$ cat src/mv2fp_pkg.sv
// ----------------------------------------------------------------------------
// mv2fp_pkg
// Shared types, constants and the CRC step of the MAVLink v2 frame packer.
// ----------------------------------------------------------------------------
`default_nettype none

package mv2fp_pkg;

  localparam logic [7:0]  MAGIC_BYTE         = 8'hFD;
  localparam logic [15:0] CRC_INIT           = 16'hFFFF;
  localparam logic [7:0]  SYSTEM_ID_RESET    = 8'd2;
  localparam logic [7:0]  COMPONENT_ID_RESET = 8'd100;
  localparam int          QUEUE_DEPTH_DEF    = 2;

  localparam logic REG_SYSTEM_ID    = 1'b0;
  localparam logic REG_COMPONENT_ID = 1'b1;

  typedef logic [3:0] slot_t;

  localparam slot_t SLOT_MAGIC    = 4'd0;
  localparam slot_t SLOT_LEN      = 4'd1;
  localparam slot_t SLOT_INCOMPAT = 4'd2;
  localparam slot_t SLOT_COMPAT   = 4'd3;
  localparam slot_t SLOT_SEQ      = 4'd4;
  localparam slot_t SLOT_SYSID    = 4'd5;
  localparam slot_t SLOT_COMPID   = 4'd6;
  localparam slot_t SLOT_MSG0     = 4'd7;
  localparam slot_t SLOT_MSG1     = 4'd8;
  localparam slot_t SLOT_MSG2     = 4'd9;
  localparam slot_t SLOT_DATA     = 4'd10;
  localparam slot_t SLOT_CRC_LO   = 4'd11;
  localparam slot_t SLOT_CRC_HI   = 4'd12;

  // One classified input word as the back end sees it.
  typedef struct packed {
    logic        hdr;
    logic        data_en;
    logic        last;
    logic [7:0]  len;
    logic [23:0] msg_id;
    logic [7:0]  extra;
    logic [7:0]  data;
    logic [7:0]  seq;
  } entry_t;

  function automatic logic [15:0] crc_take(input logic [15:0] crc, input logic [7:0] b);
    logic [7:0] t;
    t = b ^ crc[7:0];
    t = t ^ {t[3:0], 4'b0000};
    return {8'h00, crc[15:8]} ^ {t, 8'h00} ^ {5'b00000, t, 3'b000} ^ {12'h000, t[7:4]};
  endfunction

endpackage

`default_nettype wire

$ cat src/mv2fp_front.sv
// ----------------------------------------------------------------------------
// mv2fp_front
// Accepts input words, tracks frame position and sequence number, and
// classifies each word for the back end.
// ----------------------------------------------------------------------------
`default_nettype none

module mv2fp_front (
  input  wire logic                clk,
  input  wire logic                rst,
  input  wire logic                in_valid,
  output logic                     in_ready,
  input  wire logic [23:0]         message_id,
  input  wire logic [7:0]          payload_length,
  input  wire logic [7:0]          crc_extra_byte,
  input  wire logic [7:0]          payload_byte,
  output logic                     push_valid,
  input  wire logic                push_ready,
  output mv2fp_pkg::entry_t        push_entry
);
  import mv2fp_pkg::*;

  logic       inside_frame;
  logic [7:0] bytes_remaining;
  logic [7:0] frame_sequence;
  logic       accept;

  assign in_ready   = push_ready;
  assign push_valid = in_valid;
  assign accept     = in_valid && push_ready;

  always_comb begin
    push_entry.hdr     = !inside_frame;
    push_entry.data_en = inside_frame || (payload_length != 8'd0);
    push_entry.last    = inside_frame ? (bytes_remaining == 8'd1)
                                      : (payload_length <= 8'd1);
    push_entry.len     = payload_length;
    push_entry.msg_id  = message_id;
    push_entry.extra   = crc_extra_byte;
    push_entry.data    = payload_byte;
    push_entry.seq     = frame_sequence;
  end

  always_ff @(posedge clk) begin
    if (rst) begin
      inside_frame    <= 1'b0;
      bytes_remaining <= 8'd0;
      frame_sequence  <= 8'd0;
    end else if (accept) begin
      if (push_entry.last) begin
        inside_frame   <= 1'b0;
        frame_sequence <= frame_sequence + 8'd1;
      end else begin
        inside_frame <= 1'b1;
      end
      bytes_remaining <= inside_frame ? bytes_remaining - 8'd1 : payload_length - 8'd1;
    end
  end

`ifndef SYNTHESIS
  assert property (@(posedge clk) disable iff (rst)
    (accept && push_entry.last) |=> (frame_sequence == $past(frame_sequence) + 8'd1))
    else $error("sequence number did not advance at frame end");
  assert property (@(posedge clk) disable iff (rst)
    (accept && !push_entry.last) |=> inside_frame)
    else $error("frame not open after a non-final word");
`endif

endmodule

`default_nettype wire

$ cat src/mv2fp_queue.sv
// ----------------------------------------------------------------------------
// mv2fp_queue
// Short register queue between the front and back ends.
// ----------------------------------------------------------------------------
`default_nettype none

module mv2fp_queue #(
  parameter int DEPTH = mv2fp_pkg::QUEUE_DEPTH_DEF
) (
  input  wire logic                clk,
  input  wire logic                rst,
  input  wire logic                push_valid,
  output logic                     push_ready,
  input  wire mv2fp_pkg::entry_t   push_entry,
  output logic                     pop_valid,
  input  wire logic                pop_ready,
  output mv2fp_pkg::entry_t        pop_entry
);
  import mv2fp_pkg::*;

  localparam int PTR_W = (DEPTH > 1) ? $clog2(DEPTH) : 1;
  localparam int CNT_W = $clog2(DEPTH + 1);

  entry_t             store [DEPTH];
  logic [PTR_W-1:0]   wr_ptr;
  logic [PTR_W-1:0]   rd_ptr;
  logic [CNT_W-1:0]   count;
  logic               push;
  logic               pop;

  assign push_ready = (count != CNT_W'(DEPTH));
  assign pop_valid  = (count != '0);
  assign pop_entry  = store[rd_ptr];
  assign push       = push_valid && push_ready;
  assign pop        = pop_valid && pop_ready;

  always_ff @(posedge clk) begin
    if (push) begin
      store[wr_ptr] <= push_entry;
    end
  end

  always_ff @(posedge clk) begin
    if (rst) begin
      wr_ptr <= '0;
      rd_ptr <= '0;
      count  <= '0;
    end else begin
      if (push) begin
        wr_ptr <= (wr_ptr == PTR_W'(DEPTH - 1)) ? '0 : wr_ptr + PTR_W'(1);
      end
      if (pop) begin
        rd_ptr <= (rd_ptr == PTR_W'(DEPTH - 1)) ? '0 : rd_ptr + PTR_W'(1);
      end
      if (push && !pop) begin
        count <= count + CNT_W'(1);
      end else if (pop && !push) begin
        count <= count - CNT_W'(1);
      end
    end
  end

`ifndef SYNTHESIS
  assert property (@(posedge clk) disable iff (rst) count <= CNT_W'(DEPTH))
    else $error("queue count above depth");
  assert property (@(posedge clk) disable iff (rst)
    (count == '0) |-> (wr_ptr == rd_ptr))
    else $error("empty queue with pointers apart");
`endif

endmodule

`default_nettype wire

$ cat src/mv2fp_back.sv
// ----------------------------------------------------------------------------
// mv2fp_back
// Emits the frame bytes of each queued word, runs the CRC and holds the
// output register.
// ----------------------------------------------------------------------------
`default_nettype none

module mv2fp_back (
  input  wire logic                clk,
  input  wire logic                rst,
  input  wire logic [7:0]          system_id,
  input  wire logic [7:0]          component_id,
  input  wire logic                pop_valid,
  output logic                     pop_ready,
  input  wire mv2fp_pkg::entry_t   pop_entry,
  output logic                     out_valid,
  input  wire logic                out_ready,
  output logic [7:0]               out_byte,
  output logic                     out_last
);
  import mv2fp_pkg::*;

  logic        started;
  slot_t       slot;
  slot_t       slot_cur;
  slot_t       slot_next;
  logic        done;
  logic        step;
  logic [15:0] crc;
  logic [15:0] crc_final;
  logic [7:0]  extra_l;
  logic [7:0]  byte_cur;

  assign slot_cur  = started ? slot : (pop_entry.hdr ? SLOT_MAGIC : SLOT_DATA);
  assign step      = pop_valid && (!out_valid || out_ready);
  assign pop_ready = step && done;
  assign crc_final = crc_take(crc, extra_l);

  always_comb begin
    slot_next = slot_cur + 4'd1;
    done      = 1'b0;
    case (slot_cur)
      SLOT_MSG2: begin
        if (pop_entry.data_en) begin
          slot_next = SLOT_DATA;
        end else if (pop_entry.last) begin
          slot_next = SLOT_CRC_LO;
        end else begin
          done = 1'b1;
        end
      end
      SLOT_DATA: begin
        done = !pop_entry.last;
      end
      SLOT_CRC_HI: begin
        done = 1'b1;
      end
      default: begin
      end
    endcase
  end

  always_comb begin
    case (slot_cur)
      SLOT_MAGIC:    byte_cur = MAGIC_BYTE;
      SLOT_LEN:      byte_cur = pop_entry.len;
      SLOT_INCOMPAT: byte_cur = 8'h00;
      SLOT_COMPAT:   byte_cur = 8'h00;
      SLOT_SEQ:      byte_cur = pop_entry.seq;
      SLOT_SYSID:    byte_cur = system_id;
      SLOT_COMPID:   byte_cur = component_id;
      SLOT_MSG0:     byte_cur = pop_entry.msg_id[7:0];
      SLOT_MSG1:     byte_cur = pop_entry.msg_id[15:8];
      SLOT_MSG2:     byte_cur = pop_entry.msg_id[23:16];
      SLOT_DATA:     byte_cur = pop_entry.data;
      SLOT_CRC_LO:   byte_cur = crc_final[7:0];
      SLOT_CRC_HI:   byte_cur = crc[15:8];
      default:       byte_cur = 8'h00;
    endcase
  end

  always_ff @(posedge clk) begin
    if (rst) begin
      started   <= 1'b0;
      slot      <= SLOT_MAGIC;
      out_valid <= 1'b0;
      crc       <= CRC_INIT;
      extra_l   <= 8'h00;
    end else begin
      if (step) begin
        out_valid <= 1'b1;
        started   <= !done;
        slot      <= slot_next;
        case (slot_cur)
          SLOT_MAGIC: begin
            crc     <= CRC_INIT;
            extra_l <= pop_entry.extra;
          end
          SLOT_CRC_LO: crc <= crc_final;
          SLOT_CRC_HI: crc <= CRC_INIT;
          default:     crc <= crc_take(crc, byte_cur);
        endcase
      end else if (out_ready) begin
        out_valid <= 1'b0;
      end
    end
  end

  always_ff @(posedge clk) begin
    if (step) begin
      out_byte <= byte_cur;
      out_last <= (slot_cur == SLOT_CRC_HI);
    end
  end

`ifndef SYNTHESIS
  assert property (@(posedge clk) disable iff (rst)
    (step && slot_cur == SLOT_CRC_HI) |=> (out_valid && out_last && crc == CRC_INIT))
    else $error("frame end not marked or CRC not reset");
`endif

endmodule

`default_nettype wire

$ cat src/mavlink_v2_frame_packer.sv
// ----------------------------------------------------------------------------
// mavlink_v2_frame_packer
// Streams payload bytes into MAVLink v2 frames with CRC-16/MCRF4XX.
//
// Each input word carries one payload byte; the first word of a frame also
// carries the message id, payload length and CRC extra byte. That word yields
// the ten header bytes and its payload byte (none for a zero-length frame),
// and the last word of a frame is followed by the two CRC bytes, low first,
// with tlast on the high byte. The output runs at one byte per cycle
// while words are queued and the receiver is ready. The back end has a
// single-byte output register; a queue of QUEUE_DEPTH entries (two by
// default) lets the input take words while header and CRC bytes go out.
// ----------------------------------------------------------------------------
`default_nettype none

module mavlink_v2_frame_packer #(
  parameter int QUEUE_DEPTH = mv2fp_pkg::QUEUE_DEPTH_DEF
) (
  input  wire logic        clk,
  input  wire logic        rst,
  input  wire logic        s_axis_tvalid,
  output logic             s_axis_tready,
  // message_id[23:0], payload_length[31:24], crc_extra_byte[39:32],
  // payload_byte[47:40]
  input  wire logic [47:0] s_axis_tdata,
  output logic             m_axis_tvalid,
  input  wire logic        m_axis_tready,
  // frame_byte[7:0]
  output logic [7:0]       m_axis_tdata,
  output logic             m_axis_tlast,
  input  wire logic        cfg_we,
  input  wire logic        cfg_index,
  input  wire logic [7:0]  cfg_data
);
  import mv2fp_pkg::*;

  logic   [7:0] system_id;
  logic   [7:0] component_id;
  logic         push_valid;
  logic         push_ready;
  entry_t       push_entry;
  logic         pop_valid;
  logic         pop_ready;
  entry_t       pop_entry;

  always_ff @(posedge clk) begin
    if (rst) begin
      system_id    <= SYSTEM_ID_RESET;
      component_id <= COMPONENT_ID_RESET;
    end else if (cfg_we) begin
      case (cfg_index)
        REG_SYSTEM_ID:    system_id    <= cfg_data;
        REG_COMPONENT_ID: component_id <= cfg_data;
        default: begin
        end
      endcase
    end
  end

  mv2fp_front u_front (
    .clk            (clk),
    .rst            (rst),
    .in_valid       (s_axis_tvalid),
    .in_ready       (s_axis_tready),
    .message_id     (s_axis_tdata[23:0]),
    .payload_length (s_axis_tdata[31:24]),
    .crc_extra_byte (s_axis_tdata[39:32]),
    .payload_byte   (s_axis_tdata[47:40]),
    .push_valid     (push_valid),
    .push_ready     (push_ready),
    .push_entry     (push_entry)
  );

  mv2fp_queue #(
    .DEPTH (QUEUE_DEPTH)
  ) u_queue (
    .clk        (clk),
    .rst        (rst),
    .push_valid (push_valid),
    .push_ready (push_ready),
    .push_entry (push_entry),
    .pop_valid  (pop_valid),
    .pop_ready  (pop_ready),
    .pop_entry  (pop_entry)
  );

  mv2fp_back u_back (
    .clk          (clk),
    .rst          (rst),
    .system_id    (system_id),
    .component_id (component_id),
    .pop_valid    (pop_valid),
    .pop_ready    (pop_ready),
    .pop_entry    (pop_entry),
    .out_valid    (m_axis_tvalid),
    .out_ready    (m_axis_tready),
    .out_byte     (m_axis_tdata),
    .out_last     (m_axis_tlast)
  );

endmodule

`default_nettype wire

$ cat config.mk
export PLATFORM = sky130hd
export DESIGN_NAME = mavlink_v2_frame_packer
export DESIGN_NICKNAME = d
export VERILOG_FILES = /design/src/mv2fp_pkg.sv /design/src/mv2fp_front.sv /design/src/mv2fp_queue.sv /design/src/mv2fp_back.sv /design/src/mavlink_v2_frame_packer.sv
export SDC_FILE = /design/constraint.sdc
export NUM_CORES = 1
export LEC_CHECK = 0
export ABC_AREA = 0
export BUFFER_PORTS_ARGS = -buffer_cell sky130_fd_sc_hd__buf_4
export CAP_MARGIN = 30
export CORE_MARGIN = 4
export CORE_UTILIZATION = 40
export CTS_BUF_LIST = sky130_fd_sc_hd__clkbuf_4 sky130_fd_sc_hd__clkbuf_8 sky130_fd_sc_hd__clkbuf_16
export CTS_CLUSTER_SIZE = 30
export DETAILED_ROUTE_END_ITERATION = 8
export PLACE_DENSITY = 0.66
export SLEW_MARGIN = 30
export SYNTH_ARGS = -nofsm -noshare
export SYNTH_HDL_FRONTEND = slang
export SYNTH_SLANG_ARGS = --single-unit
$ cat constraint.sdc
create_clock -name clk -period 6.3 [get_ports clk]
set_clock_uncertainty 0.05 [all_clocks]
set_input_delay 1.89 -clock clk [delete_from_list [all_inputs] [get_ports clk]]
set_output_delay 1.89 -clock clk [all_outputs]
set_load 0.02 [all_outputs]
==> results of run 1 <==
-- flip-flops by register name, summed over array words and instances, names as in the netlist, named ones only --
register and count:
u_back.out_last 1, u_back.crc 16, u_queue.count 2, system_id 8, u_back.out_valid 1, u_front.bytes_remaining 8, u_queue.rd_ptr 1, u_back.extra_l 8
u_queue.store 118, u_back.started 1, u_front.frame_sequence 8, u_back.slot 4, u_queue.wr_ptr 1, u_front.inside_frame 1, component_id 8, u_back.out_byte 8
-- cells by family (layout without fill, tap and decap cells) --
group / after synthesis / in the layout
and+or+nand+nor: 205 / 205
DFF: 195 / 195
AOI/OAI and AO/OA: 150 / 150
xor gates and xnor gates: 66 / 66
muxes: 63 / 63
buffers and inverters: 61 / 131
adders and majority gates: 10 / 10
-- per-stage QoR --
step	util [%]	hold WS (ns)	cell area, µm²	total power (W)
after global placement	44.4	0.407	9770	0.00326
final	47.2	0.430	10400	0.00432
after detailed placement	44.4	0.413	9780	0.00329
after floorplan	-	0.382	9020	0.00289
after CTS	47.0	0.425	10400	0.00433
after global routing	47.2	0.447	10400	0.00454
-- layout by cell type, fill, tap and decap left out, types with 4 or more instances in the layout --
master and n:
a221oi_1 4, and3_1 5, clkinv_4 4, a22oi_1 4
ha_1 10, o211ai_1 4, clkbuf_16 17, o21ai_0 15
nand3_1 10, o2111ai_1 4, nand4_1 5, xnor2_1 28
o32ai_1 4, a31oi_1 5, nor3_1 9, dfxtp_1 67
xor2_1 26, a21oi_1 41, o221ai_1 6, nand2b_1 4
a222oi_1 5, xnor3_1 4, buf_4 79, xnor2_2 4
nand3b_1 6, edfxtp_1 127, inv_1 19, nand2_1 75
and2_1 4, a211oi_1 18, mux2i_1 45, or3_1 7
nor2_1 60, mux2_2 16, o22ai_1 8
-- area by class of cell --
cell class | instances | area (µm²)
multi-input cells | 494 | 3590
flip-flops and latches | 195 | 5180
well taps | 280 | 350
inverters | 19 | 71.3
clock buffers | 17 | 425
fillers | 1980 | 11600
clock inverters | 15 | 150
repair buffers | 80 | 621
-- critical path, stage by stage (launching register included) --
cell	delay, ns
dfxtp_4	0.48
mux2_4	0.39
nor2_1	0.10
a21o_1	0.13
inv_1	0.07
ha_1	0.42
inv_1	0.34
o221ai_1	0.18
a222oi_1	0.71
o211ai_2	0.24
xor2_2	0.22
xnor2_2	0.28
a41oi_1	0.15
a21o_1	0.21
-- routing by layer --
layer	part of all wire, %	global-route usage, %
met4	2.1	5.89
met3	5.0	2.79
met2	48	27.5
met1	44	23.8
met5	0	0
-- final timing paths --
check | startpoint | endpoint | slack (ns) | depth (start not counted)
hold reg to reg | system_id[3]$_SDFFE_PP0P_ | system_id[3]$_SDFFE_PP0P_ | 0.43 | 2
setup reg to reg | register | u_back.crc[14]$_SDFFE_PP1P_ | 2.23 | 13
setup / recovery | register | u_back.crc[14]$_SDFFE_PP1P_ | 2.23 | 13
hold / removal | system_id[3]$_SDFFE_PP0P_ | system_id[3]$_SDFFE_PP0P_ | 0.43 | 2
-- power breakdown --
group / total (W) / switching, W / internal, W
Clock: 0.00104 / 0.000514 / 0.000526
Sequential: 0.00177 / 0.000171 / 0.00160
Combinational: 0.00151 / 0.000835 / 0.000674
Total: 0.00432 / 0.00152 / 0.00280
==> flow_metrics.tcl, run 1 <==
set metrics [dict create \
    netlist.top_cell.by_area "edfxtp_1" \
    synth_top_family_by_area "compound AO/OA/AOI/OAI gates" \
    critical_path.startpoint_type "register" \
    worst-endpoint-arrival_ns 4.36 \
    finish.net_count 879 \
    synthAdderAreaFrac_pct 1.39 \
    synthDistinctLibCells 80 \
    syn_to_final_growth_pct 15.1 \
    source_to_sink_clock_delay_at_the_later_pin_of_the_worst_skew_pair_ns 0.44 \
    kind_of_critical_path "reg2reg" \
    timing.fmax_ghz 0.246 \
    leakagePower_nw 3.68 \
    timing.critical_path.fanout_max 18 \
    routability_driven_placement_congestion_ratio 0.938 \
    drt_first_pass_iters 5 \
    floorplan.die_area_um2 25000 \
    power-per-cell-area_nw_per_um2 415 \
    design.core.area_um2 22000 \
    worstSetupEndpointType "register" \
    grt_first_pass_wirelength_mm 32.5 \
    routedWlPerCell_um 19.2 \
    via_count_of_the_routed_design 6007 \
    compound_gate_portion_of_the_synthesized_area_pct 12.2 \
    synthTopCellsByCount "127 x edfxtp_1, 75 x nand2_1, 68 x dfxtp_1" \
    post_synth_instance_area_um2 9020 \
    first_iter_violations 493 \
    vdd.ir_drop.worst_mv 0.221 \
    instances_no_fill 1100 \
    relSlewSlack_pct 46.8 \
    placement.setup.worst_slack_ns 2.30 \
    min_period_ns 4.07 \
    finalWorstSetupSlack_ns 2.23 \
    buffer_ports.inserted 72 \
    drive_above_1_share_pct 18.9 \
    maxCapViolations 0 \
    yosys.cell_count.top_type "edfxtp_1" \
    post_synth_mux_area_share_pct 7.28 \
    postSynthNetCount 822 \
    synth_warn 0 \
    finalHoldViolations 0 \
    layout_worst_path_cycle_share_pct 64.6 \
    postRouteAntennaNets 0 \
    first_global_vias 5785 \
    clock_tree_root_buffer_cell "clkbuf_16" \
    drv_slew 0 \
    worst-endpoint-required_ns 6.59 \
    worst_setup_hold_path_clk_slew_ns 0.08 \
    rsz_0062_raised_after_global_routing "no" \
    horizontal_extent_of_the_die_um 158 \
    synth_seq_cells 195 \
    commonest_register_cell_after_synthesis "edfxtp_1" \
    synthesis.area_per_instance_um2 12.0 \
    cts_hold_buf 0 \
    io_pins 73 \
    antenna_cells 0 \
    detailed_placer_s_ending_hpwl_mm 15.1 \
    synth_sequential_area_ratio_pct 57.3 \
    netlist_top_cells_area "edfxtp_1 42%, dfxtp_1 15%, mux2i_1 5.0%, nand2_1 3.1%, xnor2_1 2.7%" \
    globalRoute.totalOverflow 0 \
    synth-edff-count 127 \
    setup_tns_ns 0 \
    maximum_number_of_pins_on_one_net_before_global_route_repair 64 \
    final_wl_mm 21.1 \
    setup_viols_final 0 \
    tritoncts.num_buffers 17 \
    row_count 54 \
    die_height_um 158 \
    ctsHtreeMaxLevel 4 \
    worstHoldPathType "reg2reg" \
    synthCells 750 \
    initial_utilization_pct 41.0 \
    cts_tree "done" \
    post-route-drc-count 0 \
    synth.top_cell.area_share_pct 42.3 \
    cell_count_after_placement 1067 \
    worstMarginPinSlew_ns 0.798 \
    grt.total_usage_pct 17.2 \
    synth-async-reset-ratio_pct 0 \
    post_cts_resized 0 \
    outcome "complete, no violations" \
    yosys.area_share.xor_xnor_pct 8.01 \
    ctsLongestPathBuffers 2 \
    clk_sinks 195 \
    post-cts-setup-buffer-count 0 \
    vias_per_inst 5.46 \
    synth-simple-area-share_pct 10.7 \
    antenna_violations_before_repair 0 \
]
(Power assumes the default switching activity.)
==> inputs of run 2 (changes only) <==
==> constraint.sdc (replaced) <==
create_clock -name clk -period 4 [get_ports clk]
set_clock_uncertainty 0.05 [all_clocks]
set_input_delay 1.2 -clock clk [delete_from_list [all_inputs] [get_ports clk]]
set_output_delay 1.2 -clock clk [all_outputs]
set_load 0.02 [all_outputs]
==> run 2 against run 1 <==
Clock power rose by 62%; wire length rose by 0.12%; sequential power rose by 56%; cell area rose by 0.47%; die area did not move; sequential cell count did not move; final cell count rose by 0.64%; clock-buffer cell count rose by 4; first-iteration DRC count rose by 14%; hold slack got worse by 0.0060 ns; combinational power rose by 59%; critical path type unchanged; largest cell class unchanged.
==> flow_metrics.tcl, run 2 (synthesis results as in run 1) <==
set metrics [dict create \
    outcome "complete, no violations" \
    layout_worst_path_cycle_share_pct 92.0 \
    finalHoldViolations 0 \
    ctsLongestPathBuffers 2 \
    first_iter_violations 562 \
    filler_cell_count 1953 \
    vias_per_inst 5.48 \
    clk_sinks 195 \
    grt.total_usage_pct 17.1 \
    rsz_0062_raised_after_global_routing "no" \
    worst-endpoint-required_ns 4.28 \
    final_wl_mm 21.1 \
    row_count 54 \
    regArea_um2 5180 \
    worstSetupEndpointType "register" \
    hold_path_depth 2 \
    setup_viols_final 0 \
    kind_of_critical_path "reg2reg" \
    via_count_of_the_routed_design 6062 \
    design.core.area_um2 22000 \
    largest_register_ffs 118 \
    min_period_ns 3.68 \
    timing.hold.worst.start "system_id[6]$_SDFFE_PP0P_" \
    post_cts_resized 0 \
    timing.fmax_ghz 0.272 \
    initial_utilization_pct 41.0 \
    horizontal_extent_of_the_die_um 158 \
    largest-register "u_queue.store" \
    timing.rr.start "u_queue.store[0][58]$_DFFE_PP_" \
    antenna_violations_before_repair 0 \
    drv_slew 0 \
    cts_hold_buf 0 \
    finish.net_count 886 \
    worst_setup_hold_path_clk_slew_ns 0.07 \
    timing.reg2reg.setup_slack_ns 0.32 \
    timing.critical_path.fanout_max 10 \
    die_height_um 158 \
    cell_area_placed_um2 9850 \
    reg_top3 "u_queue.store: 118 flops, u_back.crc: 16 flops" \
    floorplan.die_area_um2 25000 \
    ff2ff_path_depth 15 \
    clock_tree_root_buffer_cell "clkbuf_16" \
    critical_path.startpoint_type "register" \
    globalRoute.totalOverflow 0 \
    rr_endpoint "u_back.crc[14]$_SDFFE_PP1P_" \
    syn_to_final_growth_pct 15.7 \
    non_filler_cell_area_final_um2 10400 \
    detailed_placer_s_ending_hpwl_mm 15.1 \
    multi_input_area_um2 3580 \
    postRouteAntennaNets 0 \
    drive_above_1_share_pct 19.5 \
    hold-path-endpoint "system_id[6]$_SDFFE_PP0P_" \
    grt_first_pass_wirelength_mm 32.5 \
    vdd.ir_drop.worst_mv 0.322 \
    tritoncts.num_buffers 17 \
    leading_cell_type_in_the_layout_fill_and_taps_excluded "edfxtp_1" \
    ctsHtreeMaxLevel 4 \
    io_pins 73 \
    maxCapViolations 0 \
    relSlewSlack_pct 35.5 \
    buffer_ports.inserted 72 \
    finish.utilization_pct 47.4 \
    post-route-drc-count 0 \
    routability_driven_placement_congestion_ratio 0.951 \
    maximum_number_of_pins_on_one_net_before_global_route_repair 61 \
    setup_tns_ns 0 \
    leakagePower_nw 3.72 \
    antenna_cells 0 \
    top_library_cells_by_usage_in_the_layout_fill_and_taps_aside "127 x edfxtp_1, 86 x buf_4, 75 x nand2_1, 67 x dfxtp_1, 60 x nor2_1" \
    cts_tree "done" \
    first_global_vias 5677 \
    worst-endpoint-arrival_ns 3.96 \
    post-cts-setup-buffer-count 0 \
    power-per-cell-area_nw_per_um2 656 \
    worstHoldPathType "reg2reg" \
    source_to_sink_clock_delay_at_the_later_pin_of_the_worst_skew_pair_ns 0.43 \
    worstMarginPinSlew_ns 0.967 \
    routedWlPerCell_um 19.1 \
    drt_first_pass_iters 5 \
]
-- run 2: cell count changes in the layout (fill, tap and decap cells not counted), sizes merged --
cell,previous run,this run
buf,80,87
clkinv,9,5
clkbuf,17,21
-- run 2: metrics by stage --
step | hold slack, ns | total power, W | setup WS, ns | std cells
2_1_floorplan | 0.382 | 0.00455 | 0.490 | 750
3_3_place_gp | 0.408 | 0.00518 | 0.466 | 1075
3_5_place_dp | 0.412 | 0.00520 | 0.412 | 1075
4_1_cts | 0.421 | 0.00689 | 0.385 | 1107
5_1_grt | 0.436 | 0.00722 | 0.144 | 1107
6_report | 0.424 | 0.00685 | 0.320 | 1107
-- run 2: critical path: stages (launching register included) --
cell and delay (ns):
edfxtp_1 0.38, mux2_4 0.34, nor2_1 0.11, a21o_1 0.14
inv_1 0.07, ha_1 0.28, buf_4 0.21, inv_1 0.20
o22ai_1 0.11, a222oi_1 0.53, buf_4 0.22, o211ai_2 0.12
xor2_2 0.20, xnor2_2 0.27, a41oi_1 0.15, a21o_1 0.19
-- run 2: final cells by class --
class | instances | area share, %
Clock inverter | 11 | 1.02
Sequential cell | 195 | 49.6
Clock buffer | 21 | 4.65
Timing Repair Buffer | 87 | 6.38
Tap cell | 280 | 3.36
Inverter | 19 | 0.683
Multi-Input combinational cell | 494 | 34.3
-- run 2: how the worst max path moves through the flow --
stage,startpoint,slack [ns],depth (start not counted),endpoint
final,u_queue.store[0][58]$_DFFE_PP_,0.32,15,u_back.crc[14]$_SDFFE_PP1P_
after detailed placement,u_queue.store[0][58]$_DFFE_PP_,0.41,13,u_back.crc[7]$_SDFFE_PP1P_
after global placement,register,0.47,10,u_back.crc[14]$_SDFFE_PP1P_
after global routing,u_queue.store[0][58]$_DFFE_PP_,0.14,13,u_back.crc[8]$_SDFFE_PP1P_
after floorplan,s_axis_tvalid,0.49,3,u_queue.store[0][0]$_DFFE_PP_
after CTS,u_queue.store[0][58]$_DFFE_PP_,0.39,13,u_back.crc[0]$_SDFFE_PP1P_
-- run 2: layer usage --
metal | track usage (%) | part of all wire (%)
met1 | 23.6 | 44
met2 | 27.2 | 49
met3 | 3.77 | 5.5
met4 | 5.16 | 1.9
met5 | 0 | 0
-- run 2: power by group --
group          total [W]  switching (W)  internal (W)
Clock            0.00168       0.000776      0.000901
Combinational    0.00240        0.00132       0.00108
Sequential       0.00277       0.000256       0.00252
